===== src/design/assert_macros.svh =====
// ---------------------------------------------------------------------------
// Assertion macros for the design files.
// Simulation builds get concurrent assertions; synthesis builds get nothing.
// ---------------------------------------------------------------------------
`ifndef ASSERT_MACROS_SVH
`define ASSERT_MACROS_SVH

`ifndef SYNTHESIS

// The property must hold at every rising clock edge outside reset.
`define ASSERT_CHECK(name, clk, rst, prop) \
   name: assert property (@(posedge clk) disable iff (rst) (prop)) \
      else $error("assertion failed: property does not hold");

// The expression must never be true at a rising clock edge outside reset.
`define ASSERT_NEVER(name, clk, rst, expr) \
   name: assert property (@(posedge clk) disable iff (rst) !(expr)) \
      else $error("assertion failed: forbidden condition seen");

`else

`define ASSERT_CHECK(name, clk, rst, prop)
`define ASSERT_NEVER(name, clk, rst, expr)

`endif

`endif


===== src/design/mrrpt_pkg.sv =====
// ---------------------------------------------------------------------------
// mrrpt_pkg
// Types and constants of the multi-reader ring pointer tracker.
// ---------------------------------------------------------------------------
package mrrpt_pkg;

   // Width of the ring length register and of all reported slot counts.
   localparam int LEN_BITS = 16;

   // Operation codes of a request.
   localparam logic [1:0] OP_HEAD  = 2'd0;
   localparam logic [1:0] OP_TAIL  = 2'd1;
   localparam logic [1:0] OP_QUERY = 2'd2;

   // Register file.
   localparam int CSR_INDEX_BITS = 2;
   localparam logic [CSR_INDEX_BITS-1:0] CSR_RING_LENGTH    = 2'd0;
   localparam logic [CSR_INDEX_BITS-1:0] CSR_ACTIVE_READERS = 2'd1;
   localparam logic [LEN_BITS-1:0] RING_LENGTH_RESET    = 16'd1024;
   localparam logic [3:0]          ACTIVE_READERS_RESET = 4'd0;

   // Shortest ring that is honored.
   localparam logic [LEN_BITS-1:0] MIN_RING_LENGTH = 16'd2;

   typedef struct packed {
      logic [1:0]          opcode;
      logic [2:0]          reader_index;
      logic [LEN_BITS-1:0] amount;
   } req_type;

   typedef struct packed {
      logic                status;
      logic [LEN_BITS-1:0] writer_free;
      logic [LEN_BITS-1:0] reader_available;
   } rsp_type;

endpackage


===== src/design/multi_reader_ring_pointer_tracker.sv =====
// Multi-reader ring pointer tracker. One writer head and up to MAX_READERS
// reader tails move around a ring of ring_length slots; each request commits
// a write, confirms a read or only queries, and yields one response with the
// writer's free space and the named reader's unread slots. The tails live in
// a small synchronous memory that is read, updated and written back; tails
// start at zero after reset through per-entry valid bits, so there is no
// clearing pass. A new request is accepted only once the last one is through;
// the free-space scan walks the active readers' tails one memory read and
// one remainder step at a time. Every read of a stored position that is at
// or above the current ring length (only after ring_length was lowered)
// goes through the full bit-serial pass of the shared remainder unit; the
// head and the named tail are each read twice per request and every scanned
// tail once. A finished response waits in the output register while the
// next request is taken.
// ---------------------------------------------------------------------------
// multi_reader_ring_pointer_tracker
// Head and tail pointer bookkeeping for a ring shared by several readers.
// ---------------------------------------------------------------------------
`include "assert_macros.svh"

module multi_reader_ring_pointer_tracker #(
   parameter int MAX_READERS = 8,
   parameter int POS_BITS    = 16
) (
   input  logic                                     clock,
   input  logic                                     reset,
   // Request channel.
   input  logic                                     req_valid,
   output logic                                     req_stall,
   input  mrrpt_pkg::req_type                       req_data,
   // Response channel.
   output logic                                     rsp_valid,
   input  logic                                     rsp_stall,
   output mrrpt_pkg::rsp_type                       rsp_data,
   // Register write channel.
   input  logic                                     csr_valid,
   output logic                                     csr_ready,
   input  logic [mrrpt_pkg::CSR_INDEX_BITS-1:0]     csr_index,
   input  logic [mrrpt_pkg::LEN_BITS-1:0]           csr_data
);

   localparam int LB        = mrrpt_pkg::LEN_BITS;
   localparam int RIDX_BITS = (MAX_READERS > 1) ? $clog2(MAX_READERS) : 1;
   localparam int CNT_BITS  = $clog2(MAX_READERS + 1);
   localparam int WIDE      = (POS_BITS > LB) ? POS_BITS : LB;
   localparam int MCNT_BITS = $clog2(POS_BITS + 1);

   // Sequencer states.
   localparam logic [3:0] S_IDLE  = 4'd0;
   localparam logic [3:0] S_START = 4'd1;
   localparam logic [3:0] S_HMOD  = 4'd2;
   localparam logic [3:0] S_TMOD  = 4'd3;
   localparam logic [3:0] S_UPD   = 4'd4;
   localparam logic [3:0] S_AH    = 4'd5;
   localparam logic [3:0] S_AHW   = 4'd6;
   localparam logic [3:0] S_ATW   = 4'd7;
   localparam logic [3:0] S_SRD   = 4'd8;
   localparam logic [3:0] S_SMOD  = 4'd9;
   localparam logic [3:0] S_OUT   = 4'd10;

   // Distance from one position to another going forward, both below len.
   function automatic logic [LB-1:0] fwd_gap(input logic [LB-1:0] from_pos,
                                             input logic [LB-1:0] to_pos,
                                             input logic [LB-1:0] len);
      logic [LB:0] sum;
      begin
         if (to_pos >= from_pos) begin
            sum = {1'b0, to_pos} - {1'b0, from_pos};
         end else begin
            sum = {1'b0, to_pos} + {1'b0, len} - {1'b0, from_pos};
         end
         fwd_gap = sum[LB-1:0];
      end
   endfunction

   // ------------------------------------------------------------------
   // Configuration registers.
   // ------------------------------------------------------------------
   logic [LB-1:0] ring_length_ff;
   logic [3:0]    active_readers_ff;

   assign csr_ready = 1'b1;

   always_ff @(posedge clock) begin
      if (reset) begin
         ring_length_ff    <= mrrpt_pkg::RING_LENGTH_RESET;
         active_readers_ff <= mrrpt_pkg::ACTIVE_READERS_RESET;
      end else if (csr_valid && csr_ready) begin
         case (csr_index)
            mrrpt_pkg::CSR_RING_LENGTH: begin
               ring_length_ff <= csr_data;
            end
            mrrpt_pkg::CSR_ACTIVE_READERS: begin
               active_readers_ff <= csr_data[3:0];
            end
            default: begin
            end
         endcase
      end
   end

   // ------------------------------------------------------------------
   // Declarations.
   // ------------------------------------------------------------------
   logic [3:0]           state_ff, state_in;
   logic [1:0]           op_ff;
   logic [2:0]           rd_ff;
   logic [LB-1:0]        amount_ff;
   logic [LB-1:0]        wlen_ff;
   logic [CNT_BITS-1:0]  nrd_ff;
   logic [LB-1:0]        h_ff, h_in;
   logic [LB-1:0]        t_ff, t_in;
   logic                 status_ff, status_in;
   logic [LB-1:0]        avail_ff, avail_in;
   logic [LB-1:0]        best_ff, best_in;
   logic [CNT_BITS-1:0]  scan_ff, scan_in;
   logic [POS_BITS-1:0]  head_ff, head_in;
   logic                 rsp_valid_ff, rsp_valid_in;
   mrrpt_pkg::rsp_type   rsp_data_ff, rsp_data_in;
   logic                 rsp_load;

   // Tail memory and its per-entry valid bits.
   logic [POS_BITS-1:0]    tail_mem [MAX_READERS];
   logic [MAX_READERS-1:0] tvalid_ff;
   logic                   mem_rd_en;
   logic [RIDX_BITS-1:0]   mem_rd_addr;
   logic [POS_BITS-1:0]    mem_rdata_ff;
   logic                   mem_rvalid_ff;
   logic                   mem_wr_en;
   logic [RIDX_BITS-1:0]   mem_wr_addr;
   logic [POS_BITS-1:0]    mem_wdata;
   logic [POS_BITS-1:0]    tail_val;

   // Remainder unit.
   logic                 mod_start;
   logic [POS_BITS-1:0]  mod_arg;
   logic                 mod_busy_ff;
   logic                 mod_done_ff;
   logic [LB-1:0]        mod_res_ff;
   logic [LB-1:0]        mod_rem_ff;
   logic [POS_BITS-1:0]  mod_sh_ff;
   logic [MCNT_BITS-1:0] mod_cnt_ff;
   logic [LB:0]          mod_shift;
   logic [LB:0]          mod_step;

   // Request decode.
   logic                 accept;
   logic                 rd_ok;
   logic [RIDX_BITS-1:0] rd_idx;
   logic [LB-1:0]        len_eff;
   logic [CNT_BITS-1:0]  n_eff;
   logic                 is_adv;
   logic                 bad_amount;
   logic [LB:0]          adv_sum;
   logic [LB-1:0]        adv_pos;
   logic [LB-1:0]        room;
   logic [LB-1:0]        raw_gap;
   logic [CNT_BITS-1:0]  scan_next;

   assign req_stall = (state_ff != S_IDLE);
   assign accept    = req_valid && !req_stall;
   assign rsp_valid = rsp_valid_ff;
   assign rsp_data  = rsp_data_ff;

   assign len_eff = (ring_length_ff < mrrpt_pkg::MIN_RING_LENGTH) ?
                    mrrpt_pkg::MIN_RING_LENGTH : ring_length_ff;
   assign n_eff   = (32'(active_readers_ff) > MAX_READERS) ?
                    CNT_BITS'(MAX_READERS) : CNT_BITS'(active_readers_ff);
   assign rd_ok   = (32'(rd_ff) < MAX_READERS);
   assign rd_idx  = RIDX_BITS'(rd_ff);

   // A tail that was never written reads as zero.
   assign tail_val = mem_rvalid_ff ? mem_rdata_ff : '0;

   // ------------------------------------------------------------------
   // Remainder unit: position modulo ring length. A position already
   // below the length is passed through unchanged; otherwise one quotient bit
   // is resolved per cycle by restoring subtraction.
   // ------------------------------------------------------------------
   assign mod_shift = {mod_rem_ff, mod_sh_ff[POS_BITS-1]};
   assign mod_step  = (mod_shift >= {1'b0, wlen_ff}) ?
                      mod_shift - {1'b0, wlen_ff} : mod_shift;

   always_ff @(posedge clock) begin
      if (reset) begin
         mod_busy_ff <= 1'b0;
         mod_done_ff <= 1'b0;
      end else begin
         mod_done_ff <= 1'b0;
         if (mod_start) begin
            if (WIDE'(mod_arg) < WIDE'(wlen_ff)) begin
               mod_done_ff <= 1'b1;
            end else begin
               mod_busy_ff <= 1'b1;
            end
         end else if (mod_busy_ff && (mod_cnt_ff == MCNT_BITS'(1))) begin
            mod_busy_ff <= 1'b0;
            mod_done_ff <= 1'b1;
         end
      end
   end

   always_ff @(posedge clock) begin
      if (mod_start) begin
         mod_res_ff <= LB'(mod_arg);
         mod_rem_ff <= '0;
         mod_sh_ff  <= mod_arg;
         mod_cnt_ff <= MCNT_BITS'(POS_BITS);
      end else if (mod_busy_ff) begin
         mod_rem_ff <= mod_step[LB-1:0];
         mod_res_ff <= mod_step[LB-1:0];
         mod_sh_ff  <= mod_sh_ff << 1;
         mod_cnt_ff <= mod_cnt_ff - MCNT_BITS'(1);
      end
   end

   // ------------------------------------------------------------------
   // Tail memory: one write port, one registered read port.
   // ------------------------------------------------------------------
   always_ff @(posedge clock) begin
      if (mem_wr_en) begin
         tail_mem[mem_wr_addr] <= mem_wdata;
      end
      if (mem_rd_en) begin
         mem_rdata_ff <= tail_mem[mem_rd_addr];
      end
   end

   always_ff @(posedge clock) begin
      if (reset) begin
         tvalid_ff     <= '0;
         mem_rvalid_ff <= 1'b0;
      end else begin
         if (mem_wr_en) begin
            tvalid_ff[mem_wr_addr] <= 1'b1;
         end
         if (mem_rd_en) begin
            mem_rvalid_ff <= tvalid_ff[mem_rd_addr];
         end
      end
   end

   // ------------------------------------------------------------------
   // Update arithmetic for the advance step.
   // ------------------------------------------------------------------
   assign is_adv     = (op_ff == mrrpt_pkg::OP_HEAD) || (op_ff == mrrpt_pkg::OP_TAIL);
   assign bad_amount = is_adv && (amount_ff > wlen_ff);
   assign adv_pos    = (op_ff == mrrpt_pkg::OP_HEAD) ? h_ff : t_ff;
   assign adv_sum    = ({1'b0, adv_pos} + {1'b0, amount_ff} >= {1'b0, wlen_ff}) ?
                       {1'b0, adv_pos} + {1'b0, amount_ff} - {1'b0, wlen_ff} :
                       {1'b0, adv_pos} + {1'b0, amount_ff};

   // Room in front of the writer for the tail being scanned.
   assign raw_gap   = fwd_gap(h_ff, mod_res_ff, wlen_ff);
   assign room      = (raw_gap == '0) ? wlen_ff - LB'(1) : raw_gap - LB'(1);
   assign scan_next = scan_ff + CNT_BITS'(1);

   // ------------------------------------------------------------------
   // Sequencer.
   // ------------------------------------------------------------------
   always_comb begin
      state_in     = state_ff;
      h_in         = h_ff;
      t_in         = t_ff;
      status_in    = status_ff;
      avail_in     = avail_ff;
      best_in      = best_ff;
      scan_in      = scan_ff;
      head_in      = head_ff;
      rsp_valid_in = rsp_valid_ff;
      rsp_data_in  = rsp_data_ff;
      mod_start    = 1'b0;
      mod_arg      = head_ff;
      mem_rd_en    = 1'b0;
      mem_rd_addr  = rd_idx;
      mem_wr_en    = 1'b0;
      mem_wr_addr  = rd_idx;
      mem_wdata    = POS_BITS'(adv_sum[LB-1:0]);

      // The response register drains independently of the sequencer.
      if (rsp_valid_ff && !rsp_stall) begin
         rsp_valid_in = 1'b0;
      end

      case (state_ff)
         S_IDLE: begin
            if (accept) begin
               state_in = S_START;
            end
         end
         // Reduce the head and fetch the named tail, before the update and again after it.
         S_START, S_AH: begin
            mod_start = 1'b1;
            mod_arg   = head_ff;
            mem_rd_en = 1'b1;
            state_in  = (state_ff == S_START) ? S_HMOD : S_AHW;
         end
         S_HMOD, S_AHW: begin
            if (mod_done_ff) begin
               h_in      = mod_res_ff;
               mod_start = 1'b1;
               mod_arg   = tail_val;
               state_in  = (state_ff == S_HMOD) ? S_TMOD : S_ATW;
            end
         end
         S_TMOD: begin
            if (mod_done_ff) begin
               t_in     = mod_res_ff;
               state_in = S_UPD;
            end
         end
         // Apply the advance and write the new position back.
         S_UPD: begin
            status_in = bad_amount;
            if (!bad_amount && (op_ff == mrrpt_pkg::OP_HEAD)) begin
               head_in = POS_BITS'(adv_sum[LB-1:0]);
            end
            if (!bad_amount && (op_ff == mrrpt_pkg::OP_TAIL) && rd_ok) begin
               mem_wr_en = 1'b1;
            end
            state_in = S_AH;
         end
         // Named reader's unread slots, then start the free-space scan.
         S_ATW: begin
            if (mod_done_ff) begin
               avail_in = rd_ok ? fwd_gap(mod_res_ff, h_ff, wlen_ff) : '0;
               best_in  = wlen_ff - LB'(1);
               scan_in  = '0;
               if (nrd_ff == '0) begin
                  state_in = S_OUT;
               end else begin
                  mem_rd_en   = 1'b1;
                  mem_rd_addr = '0;
                  state_in    = S_SRD;
               end
            end
         end
         S_SRD: begin
            mod_start = 1'b1;
            mod_arg   = tail_val;
            state_in  = S_SMOD;
         end
         S_SMOD: begin
            if (mod_done_ff) begin
               if (room < best_ff) begin
                  best_in = room;
               end
               scan_in = scan_next;
               if (scan_next == nrd_ff) begin
                  state_in = S_OUT;
               end else begin
                  mem_rd_en   = 1'b1;
                  mem_rd_addr = RIDX_BITS'(scan_next);
                  state_in    = S_SRD;
               end
            end
         end
         // Hand the response over once the output register is free.
         S_OUT: begin
            if (!rsp_valid_ff || !rsp_stall) begin
               rsp_valid_in                 = 1'b1;
               rsp_data_in.status           = status_ff;
               rsp_data_in.writer_free      = best_ff;
               rsp_data_in.reader_available = avail_ff;
               state_in                     = S_IDLE;
            end
         end
         default: begin
            state_in = S_IDLE;
         end
      endcase
   end

   // The response register takes a new response in this cycle.
   assign rsp_load = (state_ff == S_OUT) && (state_in == S_IDLE);

   // Control state.
   always_ff @(posedge clock) begin
      if (reset) begin
         state_ff     <= S_IDLE;
         head_ff      <= '0;
         rsp_valid_ff <= 1'b0;
      end else begin
         state_ff     <= state_in;
         head_ff      <= head_in;
         rsp_valid_ff <= rsp_valid_in;
      end
   end

   // Working registers and the latched request.
   always_ff @(posedge clock) begin
      if (accept) begin
         op_ff     <= req_data.opcode;
         rd_ff     <= req_data.reader_index;
         amount_ff <= req_data.amount;
         wlen_ff   <= len_eff;
         nrd_ff    <= n_eff;
      end
      h_ff        <= h_in;
      t_ff        <= t_in;
      status_ff   <= status_in;
      avail_ff    <= avail_in;
      best_ff     <= best_in;
      scan_ff     <= scan_in;
      rsp_data_ff <= rsp_data_in;
   end

   // ------------------------------------------------------------------
   // Assertions.
   // ------------------------------------------------------------------
   `ASSERT_NEVER(a_mod_restart, clock, reset, mod_start && mod_busy_ff)
   `ASSERT_CHECK(a_idle_mod_quiet, clock, reset, (state_ff == S_IDLE) |-> !mod_busy_ff)
   `ASSERT_CHECK(a_mod_in_range, clock, reset, mod_done_ff |-> (mod_res_ff < wlen_ff))
   `ASSERT_CHECK(a_scan_bound, clock, reset, (state_ff == S_SRD) |-> (scan_ff < nrd_ff))
   `ASSERT_CHECK(a_free_in_range, clock, reset, rsp_load |=> (rsp_data_ff.writer_free < wlen_ff))

endmodule

===== config.mk =====
export PLATFORM = sky130hd
export DESIGN_NAME = multi_reader_ring_pointer_tracker
export DESIGN_NICKNAME = d
export VERILOG_FILES = /design/src/design/mrrpt_pkg.sv /design/src/design/multi_reader_ring_pointer_tracker.sv
export VERILOG_INCLUDE_DIRS = /design/src /design/src/design
export SDC_FILE = /design/constraint.sdc
export NUM_CORES = 1
export LEC_CHECK = 0
export BUFFER_PORTS_ARGS = -buffer_cell sky130_fd_sc_hd__buf_4
export CAP_MARGIN = 20
export CORE_ASPECT_RATIO = 0.7
export CORE_UTILIZATION = 40
export DETAILED_ROUTE_END_ITERATION = 8
export GPL_TIMING_DRIVEN = 1
export MAX_ROUTING_LAYER = met4
export PLACE_DENSITY = 0.52
export SETUP_SLACK_MARGIN = 0.3
export SLEW_MARGIN = 20
export SYNTH_ARGS = -nofsm -noshare
export SYNTH_HDL_FRONTEND = slang
export SYNTH_SLANG_ARGS = --single-unit

===== constraint.sdc =====
create_clock -name clock -period 11.6 [get_ports clock]
set_clock_uncertainty 0.05 [all_clocks]
set_input_delay 2.32 -clock clock [delete_from_list [all_inputs] [get_ports clock]]
set_output_delay 2.32 -clock clock [all_outputs]
set_load 0.005 [all_outputs]

Word-level counts from Yosys, hierarchy flattened
Memories as Yosys holds them, arrays and structs flattened. A register that Yosys moved wholly into a read port is not among the register bits.
Index checks and enable logic that the tools add are counted.
{ "word_totals": {"output_inout_bits": 36, "mem_count": 1, "inputBits": 44, "elab_cells": 172, "regBits": 248, "ram_bits": 128} }
{ "classes": {"n_lt_le_gt_ge": 12, "eq_ne": 22, "add_sub_neg": 13, "mux": 60, "reduce_logical": 36, "n_bitwise": 1} }
{ "memory_table": {"columns": ["memory", "depth", "width", "rd", "rd_clocked_by_memory_dff", "write_ports", "line", "text"], "rows": [
  ["tail_mem", 8, 16, 1, 1, 1, "multi_reader_ring_pointer_tracker.sv:123", "logic [POS_BITS-1:0] tail_mem [MAX_READERS];"]
]} }
{ "op_table": {"columns": ["op", "n"], "rows": [
  ["$mux 16", 15],
  ["$sub 16x16->16", 6],
  ["$pmux 16 s2", 2],
  ["$pmux 4 s9", 1],
  ["$ge 17x16->1", 2],
  ["$add 16x16->16", 2],
  ["$ge 16x16->1", 2],
  ["$lt 16x16->1", 2],
  ["$mux 4", 8],
  ["$sub 16x1->16 const B", 2],
  ["$mux 1", 20],
  ["$mux 3", 6],
  ["$add 16x16->17", 1],
  ["$eq 4x3->1 const B", 4],
  ["$gt 16x16->1", 1],
  ["$logic_not 16->1", 1],
  ["$lt 16x2->1 const B", 1],
  ["$ne 2x2->1 const B", 8],
  ["$reduce_and 2->1", 8],
  ["$eq 4x4->1 const B", 3],
  ["$eq 4x2->1 const B", 2],
  ["$logic_not 4->1", 2],
  ["$lt 3x4->1 const B", 2],
  ["$or 8x8->8", 1],
  ["26 further kinds", 42]
]} }

Logic depth before layout (Yosys ltp)
{ "logic_depth": {"depth_word": 9, "mapped_depth": 28, "depth_no_buf": 25} }

Worst setup path after synthesis
No wires, ideal clock.
{ "synth_path": {"path_kind": "flip-flop to flip-flop", "start": "reg wlen_ff[1]", "end": "reg best_ff[0] (enable)", "t_arrival_ps": 6188, "t_required_ps": 11159, "setup_slack_ps": 4971, "path_stages_with_launch": 26, "synth_period_minus_slack_ps": 6629, "path_cell_list": "edfxtp_1 > inv_1 > fa_1 > inv_1 > fa_1 > a21o_1 > a221oi_1 > xor2_1 > nor3b_1 > and4_1 > o221ai_2 > nor4b_4 > and4_1 > buf_6 > buf_4 > mux2i_1 > ha_1 > a21o_1 > a21o_1 > a21oi_1 > nor2_1 > a2111oi_0 > nor2_1 > nor2_1 > nand4_1 > o21ai_1"} }
{ "synth_between": {"elab_chain_cells": 8, "elab_cells_between_ends": 10, "cone_classes": "add/sub (4); order compare (1); eq/ne (1); mux (2); reduce/logical (2)"} }
{ "synth_lines": {"columns": ["element", "line", "text"], "rows": [
  ["start, declared", "multi_reader_ring_pointer_tracker.sv:109", "logic [LB-1:0] wlen_ff;"],
  ["start signal, assigned", "multi_reader_ring_pointer_tracker.sv:396", "wlen_ff <= len_eff;"],
  ["$add 16x16->16", "multi_reader_ring_pointer_tracker.sv:70", "sum = {1'b0, to_pos} + {1'b0, len} - {1'b0, from_pos};"],
  ["$sub 16x16->16", "multi_reader_ring_pointer_tracker.sv:70", null],
  ["$mux 16", "multi_reader_ring_pointer_tracker.sv:67", "if (to_pos >= from_pos) begin"],
  ["$sub 16x1->16 / $logic_not 16->1 (equally long branches)", "multi_reader_ring_pointer_tracker.sv:255", "assign room = (raw_gap == '0) ? wlen_ff - LB'(1) : raw_gap - LB'(1);"],
  ["$mux 16 (*)", "multi_reader_ring_pointer_tracker.sv:255", null],
  ["$lt 16x16->1 (*)", "multi_reader_ring_pointer_tracker.sv:345", "if (room < best_ff) begin"],
  ["$ne 2x2->1 (no line) (*)", null, null],
  ["$reduce_and 4->1 (no line) (*)", null, null],
  ["end signal, assigned", "multi_reader_ring_pointer_tracker.sv:403", "best_ff <= best_in;"],
  ["end, declared", "multi_reader_ring_pointer_tracker.sv:115", "logic [LB-1:0] best_ff, best_in;"]
]} }
Mark *: on every way between the ends. The rest lies on a longest branch, timed or not.
A chain may end at the register's enable or synchronous reset.

Worst setup path after layout
{ "layout_path": {"start": "reg wlen_ff[1]", "end": "reg best_ff[11] (enable)"} }
The elaborated chain is that of the path after synthesis.

==> run_results.csv <==
group,metric,value,unit
run_status,status,"finished clean",
grt,grt_pass1_wl,98740,um
sta,hold_ws,367.0,ps
finish,nNetsFinal,2566,
clocking,numCtsBuffers,42,
sta,relSlewSlack,30.11,%
routing,via_per_inst,5.532,
sta,setup_viol,0,
sta,rsz0062_at_grt,"false",
clocking,cts_resized,0,
sta,slew_violations,0,
clocking,cts_tree,"yes",
synth,avgSynthCellArea,10.27,sq um
finish,multi_input_area,11240,sq um
place,gp_congestion,0.9158,
finish,fin_cells,3110,
die,coreArea,57090,sq um
place,place_worst_setup_slack,4672,ps
grt,grt_max_degree,69,
synth,synthArstFlopShare,0,%
place,io_buffers,78,
clocking,postCtsHoldBufs,0,
die,fp.dieH,203.6,um
routing,ant_nets,0,
clocking,cts_setup_buffers,0,
flow_run,drv_cap,0,
finish,seqCellArea,11040,sq um
synth,synth-seq-cells,392,
routing,drc_errors,0,
sta,fmax,143.0,MHz
worst_setup_path,start_kind,"flop",
sta,hold_viol,0,
clocking,htree_levels,2,
clocking,clk_pin_slew,70,ps
synth,synth-edff-count,319,
synth,yosys_warnings,0,
routing,drtPass1Iterations,6,
worst_setup_path,crit_type,"flop to flop",
grt,grt_pass1_vias,15980,
place,place_inst,3031,
pwr,p_per_area,293.2,nW/um^2
place,hpwl,48490,um
pwr,leakage,0.01014,uW
grt,grt_antenna_before_repair,1,
die,rows,73,
sta,setup_tns,0,ps
clocking,clockBufferDepth,3,
clocking,ctsRootBufferMaster,"clkbuf_16",
grt,grt.overflow.total,0,
sta,finalCriticalPeriod,6995,ps
die,io_pins,80,
sta,worst_slew_pin_slew,1048,ps
finish,area_growth,12.13,%
sta,fin_ws,4605,ps
worst_setup_path,endpoint_kind,"flop",
finish,fillers,5331,
synth,syn_area,23230,sq um
synth,syn_inst,2263,
worst_setup_path,worst_ep_arrival_time,7220,ps
die,die_area,59060,sq um
worst_setup_path,cp_max_fo,17,
routing,wire_per_inst,21.14,um
worst_setup_path,worst_ep_required_time,11820,ps
routing,num_vias,17210,
sta,timing.final.crit_share,60.30,%
die,initial_core_util,40.69,%
die,die_w,290.0,um
finish,drive_above_1_share,10.30,%
grt,grt_usage,22.64,%
synth,seq_area_frac_synth,47.53,%
pwr,peakVddDrop,150.4,uV
synth,synth_cell_types,81,
routing,drt_iter0_drc,1569,
synth,synth_flop_cell,"edfxtp_1",
hold_path,hp-class,"flop to flop",
routing,drt_wl_total,65750,um
clocking,clk-insertion-delay-late,590,ps
clocking,cts.sinks,392,
synth,synth_fp_nets,2503,
worst max-delay path: stages, from the launching register on:
cell and delay (ps):
edfxtp_1 440, inv_1 280, fa_1 660, inv_1 110
fa_1 450, a21o_1 230, a221oi_1 310, xor2_1 250
nor3b_1 290, and4_1 270, o221ai_2 160, nor4b_4 370
and4_1 250, buf_4 310, mux2_1 370, ha_1 180
a21o_1 170, a21o_1 170, a21oi_1 170, nor2_1 60
a2111oi_0 370, nor2_1 80, nor2_1 140, nand4_1 100
o21ai_1 140, buf_4 280
power by group:
| part | total (uW) | internal, uW | switching (uW) |
|---|---|---|---|
| Clock | 1340 | 744 | 591 |
| Combinational | 4140 | 1480 | 2650 |
| Sequential | 2160 | 2040 | 128 |
| Total | 7640 | 4260 | 3370 |
placed cells by master (no fill, tap or decap), types with 25 or more instances in the layout:
cell / Yosys / layout
edfxtp_1: 319 / 319
nand2_1: 308 / 308
nor2_1: 162 / 162
ha_1: 161 / 161
inv_1: 157 / 157
a21oi_1: 136 / 133
o21ai_0: 122 / 120
buf_4: 4 / 114
xnor2_1: 80 / 80
dfxtp_1: 73 / 73
mux2i_1: 71 / 71
nand3_1: 59 / 59
xor2_1: 44 / 44
clkbuf_16: 0 / 44
nor3_1: 41 / 39
fa_1: 35 / 35
a21o_1: 32 / 32
nand4_1: 26 / 26
o211ai_1: 26 / 26
nor2b_1: 25 / 25
layer usage:
metal  global-route usage, %  wire (um)
met5                       -          0
met4                   4.464        979
met1                   35.31      34440
met3                   3.520       4284
met2                   30.43      26040
cell families after synthesis:
family                   count (synthesis)  synth area share (%)
AND/OR/NAND/NOR                        717                 14.05
AO/OA/AOI/OAI                          475                 13.06
flip-flops                             392                 47.53
buffers and inverters                  254                 4.325
adder cells (fa/ha/maj)                196                 11.69
XOR/XNOR                               124                 4.675
multiplexers                           104                 4.659
other                                    1               0.01614
final cells by class:
type | instances | share of cell area (%)
multi-input cells | 1617 | 43.17
flip-flops and latches | 392 | 42.38
clock inverters | 15 | 0.4947
clock buffers | 62 | 4.717
repair buffers | 116 | 3.362
diodes | 1 | 0.009607
inverters | 157 | 2.262
well taps | 750 | 3.602
registers in the layout, indices dropped and copies added, names as in the netlist, 16 cells and up:
register        cells
ring_length_ff     16
h_ff               16
mod_rem_ff         16
head_ff            16
tail_mem          128
best_ff            16
t_ff               16
wlen_ff            16
rsp_data           33
mod_res_ff         16
avail_ff           16
mem_rdata_ff       16
amount_ff          16
mod_sh_ff          16
synthesized netlist by cell type (all sizes together), types with 11 or more instances:
master | count | area [sq um]
and3 | 14 | 87.58
a21boi | 11 | 82.58
o21a | 22 | 165.2
nor2b | 25 | 156.4
nor3 | 41 | 205.2
edfxtp | 319 | 9579
nand4 | 26 | 162.7
o211ai | 26 | 195.2
a21oi | 136 | 680.7
nand3 | 59 | 295.3
mux2 | 33 | 371.6
clkbuf | 74 | 277.8
ha | 161 | 2014
fa | 35 | 700.7
or2 | 11 | 68.81
nor4 | 15 | 108.9
xnor2 | 80 | 700.7
mux2i | 71 | 710.7
xor2 | 44 | 385.4
nor2 | 163 | 619.3
a211oi | 20 | 167.7
nand2 | 308 | 1156
inv | 157 | 589.3
o21ai | 131 | 655.6
a21o | 32 | 240.2
nand2b | 16 | 100.1
dfxtp | 73 | 1461
buf | 23 | 137.6
path summary, 6_finish.rpt:
check	startpoint	endpoint	slack, ps	cells past startpoint
min	avail_ff[7]	rsp_data[7]	370	0
max reg2reg	wlen_ff[1]	best_ff[11]	4600	25
min reg2reg	avail_ff[7]	rsp_data[7]	370	0
max	wlen_ff[1]	best_ff[11]	4600	25
stage by stage:
step | util, % | area, sq um | power [uW]
3_3_place_gp | 43.21 | 24670 | 6216
3_5_place_dp | 43.22 | 24670 | 6253
4_1_cts | 45.60 | 26030 | 7629
5_1_grt | 45.63 | 26050 | 8143
2_1_floorplan | - | 23230 | 4999
6_report | 45.63 | 26050 | 7637
No activity file was read; power rests on OpenSTA's default activity.
